## config.mk

```make
export PLATFORM = sky130hd
export DESIGN_NAME = mtq_div
export DESIGN_NICKNAME = d
export VERILOG_FILES = /design/src/rtl/mtq_pkg.sv /design/src/rtl/mtq_div.sv
export SDC_FILE = /design/constraint.sdc
export NUM_CORES = 2
export LEC_CHECK = 0
export BUFFER_PORTS_ARGS = -buffer_cell sky130_fd_sc_hd__buf_2
export CAP_MARGIN = 0
export CORE_MARGIN = 8
export CORE_UTILIZATION = 30
export DETAILED_ROUTE_END_ITERATION = 12
export HOLD_SLACK_MARGIN = 0.02
export SLEW_MARGIN = 20
export SYNTH_ARGS = -nofsm -noshare
export SYNTH_HDL_FRONTEND = slang
export SYNTH_SLANG_ARGS = --single-unit
```

## constraint.sdc

```tcl
create_clock -name clk -period 5.15 [get_ports clk]
set_clock_uncertainty 0.05 [all_clocks]
set_input_delay 1.545 -clock clk [delete_from_list [all_inputs] [get_ports clk]]
set_output_delay 1.545 -clock clk [all_outputs]
set_load 0.02 [all_outputs]
```

## src/rtl/mtq_pkg.sv

```systemverilog
`timescale 1ns / 1ps

package mtq_pkg;

    localparam int ELEM_W     = 32;
    localparam int RAD_W      = 34;
    localparam int PAIR_W     = 33;
    localparam int ROOT_W     = 31;
    localparam int SQ_REM_W   = 35;
    localparam int SQ_STAGES  = ROOT_W;
    localparam int NUM_W      = 61;
    localparam int DEN_W      = 32;
    localparam int QUOT_W     = 32;
    localparam int DIV_REM_W  = 33;
    localparam int DIV_STAGES = QUOT_W;
    localparam int FRAC_BITS  = 28;
    localparam int LATENCY    = 1 + 2 + SQ_STAGES + 1 + DIV_STAGES + 1;

    localparam logic [1:0] IDX_X = 2'd0;
    localparam logic [1:0] IDX_Y = 2'd1;
    localparam logic [1:0] IDX_Z = 2'd2;
    localparam logic [1:0] IDX_W = 2'd3;

    localparam logic signed [ELEM_W-1:0] Q_MAX = 32'sh7FFF_FFFF;
    localparam logic signed [ELEM_W-1:0] Q_MIN = 32'sh8000_0000;

    typedef struct packed {
        logic signed [ELEM_W-1:0] row0_col0;
        logic signed [ELEM_W-1:0] row0_col1;
        logic signed [ELEM_W-1:0] row0_col2;
        logic signed [ELEM_W-1:0] row1_col0;
        logic signed [ELEM_W-1:0] row1_col1;
        logic signed [ELEM_W-1:0] row1_col2;
        logic signed [ELEM_W-1:0] row2_col0;
        logic signed [ELEM_W-1:0] row2_col1;
        logic signed [ELEM_W-1:0] row2_col2;
    } mat_t;

    typedef struct packed {
        logic signed [ELEM_W-1:0] quat_x;
        logic signed [ELEM_W-1:0] quat_y;
        logic signed [ELEM_W-1:0] quat_z;
        logic signed [ELEM_W-1:0] quat_w;
        logic                     bad_input;
    } quat_t;

    typedef struct packed {
        logic signed [PAIR_W-1:0] pa;
        logic signed [PAIR_W-1:0] pb;
        logic signed [PAIR_W-1:0] pc;
        logic [1:0]               main_idx;
        logic                     bad;
    } side_t;

    typedef struct packed {
        logic neg;
        logic ovf;
    } dtag_t;

endpackage

```

## src/rtl/mtq_div.sv

```systemverilog
`timescale 1ns / 1ps

module mtq_div (
    input  logic                          clk,
    input  logic                          rst_n,
    input  logic                          in_valid,
    input  logic [mtq_pkg::DEN_W-1:0]     rem_init,
    input  logic [mtq_pkg::QUOT_W-1:0]    num_lo,
    input  logic [mtq_pkg::DEN_W-1:0]     den,
    input  mtq_pkg::dtag_t                in_tag,
    output logic [mtq_pkg::QUOT_W-1:0]    quot,
    output mtq_pkg::dtag_t                out_tag
);

    localparam int N = mtq_pkg::DIV_STAGES;

    logic [N:0]                      v_reg;
    logic [mtq_pkg::DIV_REM_W-1:0]   rem_reg  [0:N];
    logic [mtq_pkg::QUOT_W-1:0]      lo_reg   [0:N];
    logic [mtq_pkg::DEN_W-1:0]       den_reg  [0:N];
    logic [mtq_pkg::QUOT_W-1:0]      q_reg    [0:N];
    mtq_pkg::dtag_t                  tag_reg  [0:N];

    assign v_reg[0]   = in_valid;
    assign rem_reg[0] = {1'b0, rem_init};
    assign lo_reg[0]  = num_lo;
    assign den_reg[0] = den;
    assign q_reg[0]   = '0;
    assign tag_reg[0] = in_tag;

    for (genvar k = 0; k < N; k++)
    begin : g_stage
        logic [mtq_pkg::DIV_REM_W-1:0] rem_sh;
        logic [mtq_pkg::DIV_REM_W-1:0] den_x;
        logic                          take;

        assign rem_sh = {rem_reg[k][mtq_pkg::DIV_REM_W-2:0], lo_reg[k][mtq_pkg::QUOT_W-1]};
        assign den_x  = {1'b0, den_reg[k]};
        assign take   = (rem_sh >= den_x);

        always_ff @(posedge clk or negedge rst_n)
        begin
            if (!rst_n)
            begin
                v_reg[k+1] <= 1'b0;
            end
            else
            begin
                v_reg[k+1] <= v_reg[k];
            end
        end

        always_ff @(posedge clk)
        begin
            rem_reg[k+1] <= take ? (rem_sh - den_x) : rem_sh;
            lo_reg[k+1]  <= {lo_reg[k][mtq_pkg::QUOT_W-2:0], 1'b0};
            den_reg[k+1] <= den_reg[k];
            q_reg[k+1]   <= {q_reg[k][mtq_pkg::QUOT_W-2:0], take};
            tag_reg[k+1] <= tag_reg[k];
        end
    end

    assign quot    = q_reg[N];
    assign out_tag = tag_reg[N];

    property p_rem_below_den;
        @(posedge clk) disable iff (!rst_n)
        v_reg[N] && !tag_reg[N].ovf |-> (rem_reg[N] < {1'b0, den_reg[N]});
    endproperty
    a_rem_below_den: assert property (p_rem_below_den)
        else $error("divider remainder not below divisor");

endmodule
```

# --- Word level (Yosys, flattened, before mapping) ---
# Index checks and enable logic that the tools add are counted.
classes:
  muxes: 31
  n_lt_le_gt_ge: 32
  n_addsub: 31
ops:
  columns: ["cell", "n"]
  rows:
  - ["greater-or-equal comparator 33 x 32 -> 1 bit", 32]
  - ["2-to-1 mux 32 bit", 31]
  - ["subtractor 32 bit", 31]
totals:
  word_cells: 283
  out_inout_bits: 34
  ff_bits: 3072
  in_bits: 101

# --- Logic depth before layout (Yosys ltp) ---
logic_depth:
  word_depth: 2
  mapped_depth: 15

# --- Worst setup path after synthesis ---
# Ideal clock, no wire load.
synth_timing:
  path_kind: "input -> register"
  start: "input den[1] in the netlist's numbering"
  end: "register rem_reg (netlist bit g_stage[1].rem_sh[1])"
  t_arrival_ns: 4.381
  path_stages: 13
  required_ns: 4.972
  setup_slack_ns: 0.591
  path_cell_list: "inv_1 ha_1 nor2b_1 o31a_1 o2111ai_1 a21oi_1 o211a_1 o21ai_1 a21oi_1 a2111oi_1 clkbuf_1 buf_1 o21ai_0"
synth_via:
  elab_chain_cells: 2
synth_lines:
  columns: ["item", "line", "source"]
  rows:
  - ["start, declared", "mtq_div.sv:9", "input logic [mtq_pkg::DEN_W-1:0] den,"]
  - ["greater-or-equal comparator 33 x 32 -> 1 bit", "mtq_div.sv:39", "assign take = (rem_sh >= den_x);"]
  - ["2-to-1 mux 32 bit", "mtq_div.sv:55", "rem_reg[k+1] <= take ? (rem_sh - den_x) : rem_sh;"]
  - ["end signal, assigned by index", "mtq_div.sv:55", null]
  - ["end, declared", "mtq_div.sv:18", "logic [mtq_pkg::DIV_REM_W-1:0] rem_reg [0:N];"]
# Every way passes these cells.

# --- Worst setup path in the final report ---
layout_timing:
  start: "register den_reg[809] in the netlist's numbering"
  end: "register rem_reg (netlist bit g_stage[8].rem_sh[12])"
layout_via:
  elab_chain_cells: 2
  word_cells_on_any_way: 3
layout_lines:
  columns: ["item", "line", "source"]
  rows:
  - ["start, declared", "mtq_div.sv:20", "logic [mtq_pkg::DEN_W-1:0] den_reg [0:N];"]
  - ["start signal, assigned by index", "mtq_div.sv:57", "den_reg[k+1] <= den_reg[k];"]
  - ["subtractor 32 bit or greater-or-equal comparator 33 x 32 -> 1 bit (tied branches)", "mtq_div.sv:55, mtq_div.sv:39", null]
  - ["2-to-1 mux 32 bit (*)", "mtq_div.sv:55", null]
# Every way passes the cells marked *; elsewhere a longest branch is shown, timed or not.

==> flow_metrics.py <==
metrics = {
    "synth": {
        "synth_area_leader_cell": "dfxtp_1",
        "yosys_register_bits": 3072,
        "synth_seq_area_share_pct": 48.2,
        "syn-cell-area_um2": 128000,
        "synth_cells": 13200,
        "synth_edf_count": 0,
        "synth_warnings": 0,
        "synth.area.top_cells": "dfxtp_1 (48%), ha_1 (10%), a21oi_1 (3.9%)",
        "synth_top_area_share_pct": 48.2,
        "synth_cell_types": 89,
        "syn_avg_cell_area_um2": 9.70,
        "synthFlopType": "dfxtp_1",
        "syn_nets": 14300,
        "async_reset_ff_share_pct": 0,
    },
    "grt": {
        "grt_max_degree": 64,
        "overflow": 0,
        "grt_usage_pct": 12.8,
        "antenna_found_initial": 7,
        "grt_pass1_wl_um": 469000,
        "grt_pass1_vias": 87900,
    },
    "timing": {
        "period_minus_slack_ps": 4350,
        "whs_ps": 249,
        "rsz0062_at_grt": "false",
        "fin_setup_tns_ps": 0,
        "worstMarginPinSlew_ps": 1060,
        "final_hold_viol_count": 0,
        "setup_viol": 0,
        "slew_headroom_pct": 29.3,
        "min_period_over_period_pct": 84.6,
        "max_freq_mhz": 230,
        "final_max_slew_viol_count": 0,
    },
    "power_and_ir_drop": {
        "p_leak_nw": 66.7,
        "irDropWorstVdd_uv": 374,
        "power_density_nw_per_um2": 742,
    },
    "worst_setup_path": {
        "slowest_delay_ps": 690,
        "required_ps": 5870,
        "path_class": "reg2reg",
        "cp-end-kind": "register",
        "startpoint_type": "register",
        "path_max_fanout": 33,
        "worstPathArrival_ps": 5070,
        "cpMaxStageDelayCell": "a2111oi_0",
        "path_cells": "inv_1 -> ha_1 -> and3_1 -> nand2_1 -> a2111oi_0 -> o311ai_0 -> a31oi_1 -> a22oi_1 -> nand2_1 -> o21ai_0 -> a21oi_4 -> buf_4 -> mux2_2",
        "crit_path_frequent_cell": "nand2_1",
    },
    "detailed_routing": {
        "route.vias.total": 89700,
        "routed_via_density": 4.65,
        "drc": 0,
        "wirelength_um": 296000,
        "wl_per_cell_um": 15.4,
        "firstDrtPassIters": 6,
        "ant_nets": 0,
        "drtIter0Drc": 5335,
    },
    "place": {
        "hpwl_um": 228000,
        "place_congestion": 0.878,
        "dp_cells": 18600,
        "port_buffers": 132,
    },
    "cells_and_area": {
        "largest_reg_flops": 1023,
        "fin_nets": 14500,
        "final_common_cell": "dfxtp_1",
        "layoutNonFillerInstCount": 19300,
        "layout_common_cells": "dfxtp_1 (3072), inv_1 (1297), ha_1 (1024)",
        "area_growth_pct": 15.3,
        "layout-drive-gt1-share_pct": 9.24,
    },
    "clock_network": {
        "clock-sinks": 3072,
        "clkLatencyLatePin_ps": 930,
        "cts_inserted_buffers": 348,
        "post_cts_buffers": 0,
        "clock_path_buffers": 4,
        "cts_tree": "yes",
        "htree_num_levels": 5,
        "cts_hold_buf": 0,
        "root_buffer": "clkbuf_16",
        "clk_pin_slew_ps": 50,
        "cts_resized": 0,
    },
    "floorplan": {
        "initial_core_util_pct": 30.1,
        "rows": 239,
        "io_pins": 135,
        "dieArea_um2": 446000,
        "core_um2": 423000,
        "die_height_um": 668,
        "die_x_um": 668,
    },
    "run": {
        "cap_violations": 0,
    },
    "status": {
        "run_status": "completed",
    },
    "hold_path": {
        "hold_class": "reg2reg",
    },
}
## power by group
group	leakage, nW	internal (mW)	total, mW	switching, mW
clock	6.10	16.2	26.4	10.2
combinational	34.7	21.3	47.9	26.5
sequential	25.9	31.1	34.8	3.72
total	66.7	68.6	109	40.4
## area by class of cell
type / count / area (um^2)
Antenna cell: 5 / 12.5
Clock buffer: 441 / 9730
Tap cell: 5663 / 7090
Multi-Input combinational cell: 8415 / 59900
Timing Repair Buffer: 190 / 1220
Fill cell: 42900 / 276000
Inverter: 1297 / 4870
Clock inverter: 191 / 2770
Sequential cell: 3072 / 61500
## stage by stage
stage	worst slack, ps	instance area, um^2	power [mW]	util (%)
floorplan	591	128000	71.2	-
global placement	260	134000	82.5	31.8
detailed placement	260	134000	82.9	31.8
CTS	748	147000	110	34.7
global route	419	147000	117	34.7
finish	795	147000	109	34.7
## routing by layer
| metal | GRT usage [%] | share of wire, % |
|---|---|---|
| met1 | 15.5 | 44 |
| met2 | 23.0 | 49 |
| met3 | 1.83 | 4.2 |
| met4 | 4.32 | 3.4 |
| met5 | 0 | 0 |
## worst max-delay path: cells and delay by family (launching register included)
family | cells | cell delay (ps)
flip-flops | 1 | 330
AND/OR/NAND/NOR | 3 | 440
adder cells (fa/ha/maj) | 1 | 410
multiplexers | 1 | 400
AO/OA/AOI/OAI | 6 | 2070
buffers and inverters | 2 | 470
## final timing paths
kind / startpoint / endpoint / slack [ps] / cells past startpoint
worst min register to register: q_reg[397] / q_reg[366] / 250 / 0
worst min-delay path: q_reg[397] / q_reg[366] / 250 / 0
worst max-delay path: den_reg[809] / g_stage[8].rem_sh[12] / 800 / 13
worst max register to register: den_reg[809] / g_stage[8].rem_sh[12] / 800 / 13
## kinds of logic (layout without fill, tap and decap cells)
| family | after synthesis | after routing | synth area share [%] |
|---|---|---|---|
| AND/OR/NAND/NOR | 2699 | 2699 | 10.0 |
| flip-flops | 3072 | 3072 | 48.2 |
| multiplexers | 411 | 411 | 3.67 |
| buffers and inverters | 1668 | 2119 | 5.06 |
| other | 0 | 5 | 0 |
| adder cells (fa/ha/maj) | 1055 | 1055 | 10.5 |
| XOR/XNOR | 820 | 820 | 5.63 |
| AO/OA/AOI/OAI | 3430 | 3430 | 16.9 |
## cell usage after synthesis (all sizes together), types with 30 or more instances
cell and count:
a21oi 996, nor2 623, inv 1297, a2111oi 30, o31ai 85, o21bai 136
or3 54, nand4 166, mux2 371, o21ai 860, nand3 180, fa 31
a31oi 111, and2 52, xor2 330, xnor2 490, dfxtp 3072, a211oi 75
and3 94, buf 74, o211ai 51, nor2b 135, a21o 572, nor4 45
nand2 932, o21a 150, ha 1024, clkbuf 297, or2 35, a221oi 30
nand2b 135, a21boi 44, mux2i 40, nor3 151, o31a 39
(Power assumes the default switching activity.)
