<file path="src/rtl/mtq_pkg.sv">
`timescale 1ns / 1ps

package mtq_pkg;

    localparam int ELEM_W     = 32;
    localparam int RAD_W      = 34;
    localparam int PAIR_W     = 33;
    localparam int ROOT_W     = 31;
    localparam int SQ_REM_W   = 35;
    localparam int SQ_STAGES  = ROOT_W;
    localparam int NUM_W      = 61;
    localparam int DEN_W      = 32;
    localparam int QUOT_W     = 32;
    localparam int DIV_REM_W  = 33;
    localparam int DIV_STAGES = QUOT_W;
    localparam int FRAC_BITS  = 28;
    localparam int LATENCY    = 1 + 2 + SQ_STAGES + 1 + DIV_STAGES + 1;

    localparam logic [1:0] IDX_X = 2'd0;
    localparam logic [1:0] IDX_Y = 2'd1;
    localparam logic [1:0] IDX_Z = 2'd2;
    localparam logic [1:0] IDX_W = 2'd3;

    localparam logic signed [ELEM_W-1:0] Q_MAX = 32'sh7FFF_FFFF;
    localparam logic signed [ELEM_W-1:0] Q_MIN = 32'sh8000_0000;

    typedef struct packed {
        logic signed [ELEM_W-1:0] row0_col0;
        logic signed [ELEM_W-1:0] row0_col1;
        logic signed [ELEM_W-1:0] row0_col2;
        logic signed [ELEM_W-1:0] row1_col0;
        logic signed [ELEM_W-1:0] row1_col1;
        logic signed [ELEM_W-1:0] row1_col2;
        logic signed [ELEM_W-1:0] row2_col0;
        logic signed [ELEM_W-1:0] row2_col1;
        logic signed [ELEM_W-1:0] row2_col2;
    } mat_t;

    typedef struct packed {
        logic signed [ELEM_W-1:0] quat_x;
        logic signed [ELEM_W-1:0] quat_y;
        logic signed [ELEM_W-1:0] quat_z;
        logic signed [ELEM_W-1:0] quat_w;
        logic                     bad_input;
    } quat_t;

    typedef struct packed {
        logic signed [PAIR_W-1:0] pa;
        logic signed [PAIR_W-1:0] pb;
        logic signed [PAIR_W-1:0] pc;
        logic [1:0]               main_idx;
        logic                     bad;
    } side_t;

    typedef struct packed {
        logic neg;
        logic ovf;
    } dtag_t;

endpackage

</file>
<file path="src/rtl/mtq_front.sv">
`timescale 1ns / 1ps

module mtq_front (
    input  logic                             clk,
    input  logic                             rst_n,
    input  logic                             in_valid,
    input  mtq_pkg::mat_t                    mat,
    output logic                             out_valid,
    output logic [mtq_pkg::RAD_W-1:0]        rad,
    output mtq_pkg::side_t                   side
);

    logic                          a_valid_reg;
    mtq_pkg::mat_t                 a_mat_reg;
    logic signed [mtq_pkg::RAD_W-1:0] a_trace_reg;
    logic                          a_ge01_reg;
    logic                          a_ge02_reg;
    logic                          a_ge12_reg;

    logic signed [mtq_pkg::RAD_W-1:0] trace_next;
    logic signed [mtq_pkg::RAD_W:0]   rad_s;
    logic signed [mtq_pkg::RAD_W:0]   d00, d11, d22, one_q;
    mtq_pkg::side_t                side_next;

    logic                          b_valid_reg;
    logic [mtq_pkg::RAD_W-1:0]     b_rad_reg;
    mtq_pkg::side_t                b_side_reg;

    assign trace_next = mtq_pkg::RAD_W'(mat.row0_col0) + mtq_pkg::RAD_W'(mat.row1_col1)
                      + mtq_pkg::RAD_W'(mat.row2_col2);

    always_ff @(posedge clk or negedge rst_n)
    begin
        if (!rst_n)
        begin
            a_valid_reg <= 1'b0;
        end
        else
        begin
            a_valid_reg <= in_valid;
        end
    end

    always_ff @(posedge clk)
    begin
        a_mat_reg   <= mat;
        a_trace_reg <= trace_next;
        a_ge01_reg  <= (mat.row0_col0 >= mat.row1_col1);
        a_ge02_reg  <= (mat.row0_col0 >= mat.row2_col2);
        a_ge12_reg  <= (mat.row1_col1 >= mat.row2_col2);
    end

    assign d00   = (mtq_pkg::RAD_W+1)'(a_mat_reg.row0_col0);
    assign d11   = (mtq_pkg::RAD_W+1)'(a_mat_reg.row1_col1);
    assign d22   = (mtq_pkg::RAD_W+1)'(a_mat_reg.row2_col2);
    assign one_q = (mtq_pkg::RAD_W+1)'(1) <<< mtq_pkg::FRAC_BITS;

    always_comb
    begin
        if (a_trace_reg >= 0)
        begin
            side_next.main_idx = mtq_pkg::IDX_W;
            rad_s = (mtq_pkg::RAD_W+1)'(a_trace_reg) + one_q;
            side_next.pa = mtq_pkg::PAIR_W'(a_mat_reg.row2_col1) - mtq_pkg::PAIR_W'(a_mat_reg.row1_col2);
            side_next.pb = mtq_pkg::PAIR_W'(a_mat_reg.row0_col2) - mtq_pkg::PAIR_W'(a_mat_reg.row2_col0);
            side_next.pc = mtq_pkg::PAIR_W'(a_mat_reg.row1_col0) - mtq_pkg::PAIR_W'(a_mat_reg.row0_col1);
        end
        else if (a_ge01_reg && a_ge02_reg)
        begin
            side_next.main_idx = mtq_pkg::IDX_X;
            rad_s = d00 - (d11 + d22) + one_q;
            side_next.pa = mtq_pkg::PAIR_W'(a_mat_reg.row0_col1) + mtq_pkg::PAIR_W'(a_mat_reg.row1_col0);
            side_next.pb = mtq_pkg::PAIR_W'(a_mat_reg.row0_col2) + mtq_pkg::PAIR_W'(a_mat_reg.row2_col0);
            side_next.pc = mtq_pkg::PAIR_W'(a_mat_reg.row2_col1) - mtq_pkg::PAIR_W'(a_mat_reg.row1_col2);
        end
        else if (a_ge12_reg)
        begin
            side_next.main_idx = mtq_pkg::IDX_Y;
            rad_s = d11 - (d22 + d00) + one_q;
            side_next.pa = mtq_pkg::PAIR_W'(a_mat_reg.row0_col1) + mtq_pkg::PAIR_W'(a_mat_reg.row1_col0);
            side_next.pb = mtq_pkg::PAIR_W'(a_mat_reg.row1_col2) + mtq_pkg::PAIR_W'(a_mat_reg.row2_col1);
            side_next.pc = mtq_pkg::PAIR_W'(a_mat_reg.row0_col2) - mtq_pkg::PAIR_W'(a_mat_reg.row2_col0);
        end
        else
        begin
            side_next.main_idx = mtq_pkg::IDX_Z;
            rad_s = d22 - (d00 + d11) + one_q;
            side_next.pa = mtq_pkg::PAIR_W'(a_mat_reg.row0_col2) + mtq_pkg::PAIR_W'(a_mat_reg.row2_col0);
            side_next.pb = mtq_pkg::PAIR_W'(a_mat_reg.row1_col2) + mtq_pkg::PAIR_W'(a_mat_reg.row2_col1);
            side_next.pc = mtq_pkg::PAIR_W'(a_mat_reg.row1_col0) - mtq_pkg::PAIR_W'(a_mat_reg.row0_col1);
        end
        side_next.bad = (rad_s <= 0);
    end

    always_ff @(posedge clk or negedge rst_n)
    begin
        if (!rst_n)
        begin
            b_valid_reg <= 1'b0;
        end
        else
        begin
            b_valid_reg <= a_valid_reg;
        end
    end

    always_ff @(posedge clk)
    begin
        b_rad_reg  <= rad_s[mtq_pkg::RAD_W-1:0];
        b_side_reg <= side_next;
    end

    assign out_valid = b_valid_reg;
    assign rad       = b_rad_reg;
    assign side      = b_side_reg;

endmodule

</file>
<file path="config.mk">
export PLATFORM = sky130hd
export DESIGN_NAME = mtq_front
export DESIGN_NICKNAME = d
export VERILOG_FILES = /design/src/rtl/mtq_pkg.sv /design/src/rtl/mtq_front.sv
export SDC_FILE = /design/constraint.sdc
export NUM_CORES = 2
export LEC_CHECK = 0
export BUFFER_PORTS_ARGS = -buffer_cell sky130_fd_sc_hd__clkbuf_2
export CORE_MARGIN = 1.5
export CORE_UTILIZATION = 50
export CTS_CLUSTER_DIAMETER = 80
export DETAILED_ROUTE_END_ITERATION = 6
export GPL_TIMING_DRIVEN = 0
export PLACE_DENSITY_LB_ADDON = 0.1
export SLEW_MARGIN = 20
export SYNTH_ARGS = -nofsm -noshare
export SYNTH_HDL_FRONTEND = slang
export SYNTH_SLANG_ARGS = --single-unit
</file>
<file path="constraint.sdc">
create_clock -name clk -period 5.3 [get_ports clk]
set_input_delay 1.06 -clock clk [delete_from_list [all_inputs] [get_ports clk]]
set_output_delay 1.06 -clock clk [all_outputs]
set_load 0.005 [all_outputs]
</file>
After elaboration in Yosys (flattened, before gate mapping)
Index checks and enable logic that the tools add are counted. W data, S select, Z words.

$add $sub $neg: 18. $lt $le $gt $ge: 5. Muxes and demuxes: 6. Reduce and logical (&&, ||, !) cells: 1.

Operators by type and width (count): $mux W101 (3); $add A32 B32 Y33 (7); $add A34 B30 Y35 const B (4); $mux W35 (3); $sub A32 B33 Y34 (3); $sub A32 B32 Y33 (3); $ge A32 B32 Y1 (3); $le A35 B1 Y1 const B (1); $add A33 B32 Y34 (1); $ge A34 B1 Y1 const B (1); $logic_and A1 B1 Y1 (1).

Flip-flop bits (word level): 463. Input port bits: 291. Output and inout port bits: 137. Word-level logic and storage cells: 51.

Logic depth before layout (Yosys ltp)
Depth after elaboration: 7. Depth in mapped cells: 18. Depth with buffers taken out: 18.

Worst setup path after synthesis
Ideal clock, no wire load.

Path kind: register to register. From: reg a_mat_reg[2] (netlist bit). To: reg b_side_reg, in the netlist side[0]. Setup time: 60 ps. Arrival: 4933 ps. Data required time: 5240 ps. Slack: 307 ps. Stages on the path, launching flop included: 19. Path buffers: 0. Period minus slack after synthesis: 4993 ps. Cells stage by stage: dfxtp_1 inv_1 fa_1 inv_1 ha_1 ha_1 fa_1 a211o_1 a311o_1 a31oi_2 o21ai_2 xor2_1 a2111o_1 nor4_1 nand4bb_1 or4_1 or4_1 nor4_2 a31o_1.

RTL lines: start: declaration (line mtq_front.sv:14) `mtq_pkg::mat_t a_mat_reg;`; start signal: assignment (line mtq_front.sv:46) `a_mat_reg <= mat;`; end signal: assignment (line mtq_front.sv:110) `b_side_reg <= side_next;`; end: declaration (line mtq_front.sv:27) `mtq_pkg::side_t b_side_reg;`.

==> impl_metrics.csv <==
group,metric,value,unit
outcome,run_status,"complete, no violations",
floorplanning,area_of_the_core,0.0685,mm²
pwr,peakVddDrop,0.224,mV
floorplanning,design.portCount,428,
pwr,combPwrFrac,43.8,%
routing,drc_errors,0,
sta,grt_setup_unrepaired,"true",
synthesis,netlist_instances,3984,
global_route,grt_util_met3,3.57,%
place,routabilityCongestion,0.943,
clock_network,clock_latency,610,ps
clock_network,ctsHoldBuffers,0,
synthesis,synth_top_family_by_area,"adder cells",
floorplanning,effective_utilization_at_floorplan,50.5,%
routing,detail_route.wl_per_cell,20.9,µm
pwr,share_seq_of_total_power,30.4,%
setup_path,path_cells,"inv_1 > fa_1 > inv_2 > ha_4 > fa_2 > a211o_1 > a311o_1 > a31oi_4 > o21ai_2 > xor2_1 > a2111o_1 > nor4_4 > nand4bb_4 > or4_4 > or4_4 > nor4_4 > a31o_1",
clock_network,cts_buffers,51,
setup_path,worst-setup-path-type,"flip-flop to flip-flop",
global_route,global_route.usage.met1,41.0,%
sta,worst_pin_slew,1080,ps
sta,maxClockFrequency,190,MHz
routing,totalWireLength,113000,µm
clock_network,cts_buffer_depth,3,
sta,setup_total_negative_slack,0,ps
setup_path,cp_data_arrival_time,5810,ps
pwr,power_per_cell_area,385,mW/mm²
routing,detailroute.via_count,30164,
global_route,grt_max_degree,15,
synthesis,yosys_warnings,0,
sta,fin_crit_sh,99.3,%
synthesis,postSynthNetCount,4927,
pwr,static_leakage,19.3,nW
routing,drt-pass1-iter-count,6,
final_layout,fill_cells,6330,
setup_path,path_max_fanout,3,
floorplanning,die_area,0.0707,mm²
final_layout,antenna_fix_cells,0,
sta,finalWorstPathRequiredPeriod,5260,ps
setup_path,max_incr_delay_on_cp,550,ps
pwr,power.internal,0.00929,W
synthesis,synth-main-ff-cell,"sky130_fd_sc_hd__dfxtp_1",
routing,avgViaCountPerCell,5.59,
sta,setup_viol_count_final,0,
synthesis,synth.mux.area_fraction,0.611,%
synthesis,synth_fa_ha_area_share,26.6,%
final_layout,most_common_library_cell_in_the_layout_ignoring_fill_and_taps,"sky130_fd_sc_hd__ha_1",
setup_path,crit_end_element,"flip-flop",
pwr,switching_share,39.8,%
run,max_cap_violations,0,
routing,antenna_left,0,
sta,timing_hold_violations_final,0,
global_route,globalRouteOverflowTotal,0,
place,pre_cts_slack,-570,ps
synthesis,fraction_of_synthesis_flops_using_an_asynchronous_set_or_reset_pin,0.432,%
pwr,switchingPower,0.00614,W
floorplanning,die_w,266,µm
global_route,first_global_vias,29523,
setup_path,worst_ep_required_time,5840,ps
synthesis,synth.yosys.seq_area_share,26.8,%
global_route,globalRouteTotalUtil,31.3,%
hold_path,min-delay-path-class,"input pin to asynchronous set/reset pin",
global_route,grt_util_met2,52.2,%
final_layout,most_frequent_cells_in_the_layout,"509 x sky130_fd_sc_hd__ha_1, 494 x sky130_fd_sc_hd__inv_1, 455 x sky130_fd_sc_hd__dfxtp_1",
setup_path,crit_path_start_kind,"flip-flop",
pwr,share_clk_of_total_power,25.8,%
sta,finalMaxSlewViolations,0,
final_layout,nNetsFinal,5422,
setup_path,cp_delay_by_family_top,"compound AO/OA/AOI/OAI gates",
global_route,grt_first_pass_wirelength,169000,µm
sta,finClkSkew,16.7,ps
synthesis,synth_seq_cells,463,
final_layout,postLayoutCoreUtil,58.6,%
final_layout,layout-drive-gt1-share,13.7,%
place,dp_hpwl,93500,µm
floorplanning,core.rowCount,96,
global_route,globalRoute.busiestLayer,"met2",
place,dpl_cell_area,0.0378,mm²
synthesis,synth-compound-area-share,20.2,%
synthesis,synth_enable_flop_cells,0,
sta,post-route-worst-setup-slack,37.5,ps
synthesis,syn_area_per_cell,8.68,µm²
clock_network,cts_sinks,463,
synthesis,post_synth_xor_area_fraction,6.76,%
clock_network,clk_pin_slew,60,ps
clock_network,cts_tree,"yes",
sta,maxSlewHeadroom,28.2,%
final_layout,area_growth,15.9,%
floorplanning,floorplan.die.height,266,µm
synthesis,syn_area,0.0346,mm²
synthesis,simple_gate_portion_of_the_synthesized_area,12.2,%
routing,detailedRoute.firstIterationViolations,2501,
clock_network,ctsHtreeMaxLevel,2,
synthesis,synth.distinct_cells,89,
clock_network,cts_root_buffer,"sky130_fd_sc_hd__clkbuf_16",
global_route,antenna_found_initial,0,
final_layout,finalInstanceArea,0.0401,mm²
final_layout,number_of_flip_flops_under_the_largest_register_name,288,
setup_path,crit_buf_inv,2,
place,place.port_buffers,427,
setup_path,critPathSlowestCell,"sky130_fd_sc_hd__fa_1",
[worst register-to-register path: stages (launching register included)]
cell and delay [ps]:
sky130_fd_sc_hd__dfxtp_4 370, sky130_fd_sc_hd__inv_1 60, sky130_fd_sc_hd__fa_1 550, sky130_fd_sc_hd__inv_2 70, sky130_fd_sc_hd__ha_4 250, sky130_fd_sc_hd__fa_2 410, sky130_fd_sc_hd__a211o_1 370, sky130_fd_sc_hd__a311o_1 400
sky130_fd_sc_hd__a31oi_4 220, sky130_fd_sc_hd__o21ai_2 70, sky130_fd_sc_hd__xor2_1 160, sky130_fd_sc_hd__a2111o_1 470, sky130_fd_sc_hd__nor4_4 300, sky130_fd_sc_hd__nand4bb_4 220, sky130_fd_sc_hd__or4_4 480, sky130_fd_sc_hd__or4_4 510
sky130_fd_sc_hd__nor4_4 130, sky130_fd_sc_hd__a31o_1 160
[per-layer routing]
layer  part of all wire (%)  routed length, µm
met1                     44              49800
met2                     46              52200
met3                    5.3               6050
met4                    4.5               5070
met5                      0                  0
[repair_timing]
item / in CTS / in global routing
endpoints found under the setup margin: 1 / 1
resized for setup: 30 / 30
buffers inserted: 8 / 6
pin swaps: 18 / 16
[path summary, 6_finish.rpt]
path                                       start                    end  slack [ps]  cells after the start
max                         a_mat_reg[3]$_DFF_P_        side[0]$_DFF_P_          40                     17
min                                        rst_n  a_valid_reg$_DFF_PN0_         220                      1
max reg2reg                 a_mat_reg[3]$_DFF_P_        side[0]$_DFF_P_          40                     17
min reg2reg                a_valid_reg$_DFF_PN0_    out_valid$_DFF_PN0_         350                      0
max in group asynchronous                  rst_n    out_valid$_DFF_PN0_        4980                      1
min in group clk           a_valid_reg$_DFF_PN0_    out_valid$_DFF_PN0_         350                      0
[cell usage after synthesis (18+ instances only)]
master	number	area, µm²
sky130_fd_sc_hd__nor4_1	26	163
sky130_fd_sc_hd__o22ai_1	29	181
sky130_fd_sc_hd__o21ai_0	248	1240
sky130_fd_sc_hd__nor2b_1	55	344
sky130_fd_sc_hd__inv_1	496	1860
sky130_fd_sc_hd__a221oi_1	21	184
sky130_fd_sc_hd__nand3_1	72	360
sky130_fd_sc_hd__xor2_1	90	788
sky130_fd_sc_hd__a21o_1	81	608
sky130_fd_sc_hd__and3_1	23	144
sky130_fd_sc_hd__fa_1	138	2760
sky130_fd_sc_hd__nand2_1	201	754
sky130_fd_sc_hd__o21bai_1	48	360
sky130_fd_sc_hd__o21a_1	33	248
sky130_fd_sc_hd__dfxtp_1	461	9230
sky130_fd_sc_hd__nand4_1	40	250
sky130_fd_sc_hd__a21oi_1	321	1610
sky130_fd_sc_hd__o31ai_1	20	150
sky130_fd_sc_hd__a211oi_1	39	293
sky130_fd_sc_hd__ha_1	514	6430
sky130_fd_sc_hd__or3_1	18	113
sky130_fd_sc_hd__xnor2_1	177	1550
sky130_fd_sc_hd__o211ai_1	60	450
sky130_fd_sc_hd__clkbuf_1	104	390
sky130_fd_sc_hd__nor3_1	54	270
sky130_fd_sc_hd__a31oi_1	27	169
sky130_fd_sc_hd__nand2b_1	58	363
sky130_fd_sc_hd__nor2_1	254	953
[cell families (layout without fill, tap and decap cells)]
family	Yosys count	count (layout)
xor+xnor	267	267
mux	20	20
buf+inv	621	1155
compound gates	1094	1094
fa+ha+maj	652	652
flops	463	463
simple gates	867	867
[power by group through the flow]
stage	Clock [W]	Combinational, W	Sequential [W]
after floorplan	0	0.00406	0.00457
after global placement	0	0.00637	0.00474
after detailed placement	0	0.00639	0.00474
after CTS	0.00403	0.00654	0.00467
after global routing	0.00416	0.00732	0.00472
final	0.00398	0.00676	0.00469
[per-stage QoR]
stage	cells	hold slack (ps)	power [W]
global placement	5293	335	0.0111
CTS	5394	202	0.0152
finish	5400	224	0.0154
detailed placement	5294	337	0.0111
floorplan	3984	331	0.00863
global route	5400	215	0.0162
[final cells by class]
type                       count  area, µm²  share of cell area [%]
timing repair buffer         442       2250                    5.62
clock buffer                  64       1400                    3.48
sequential                   463       9290                    23.2
clock inverter                28        495                    1.24
multi-input combinational   2900      23200                    57.9
inverter                     498       1870                    4.66
tap                          882       1100                    2.75
buffer                       123        492                    1.23
Note: power is estimated with default switching activity, not from simulation.
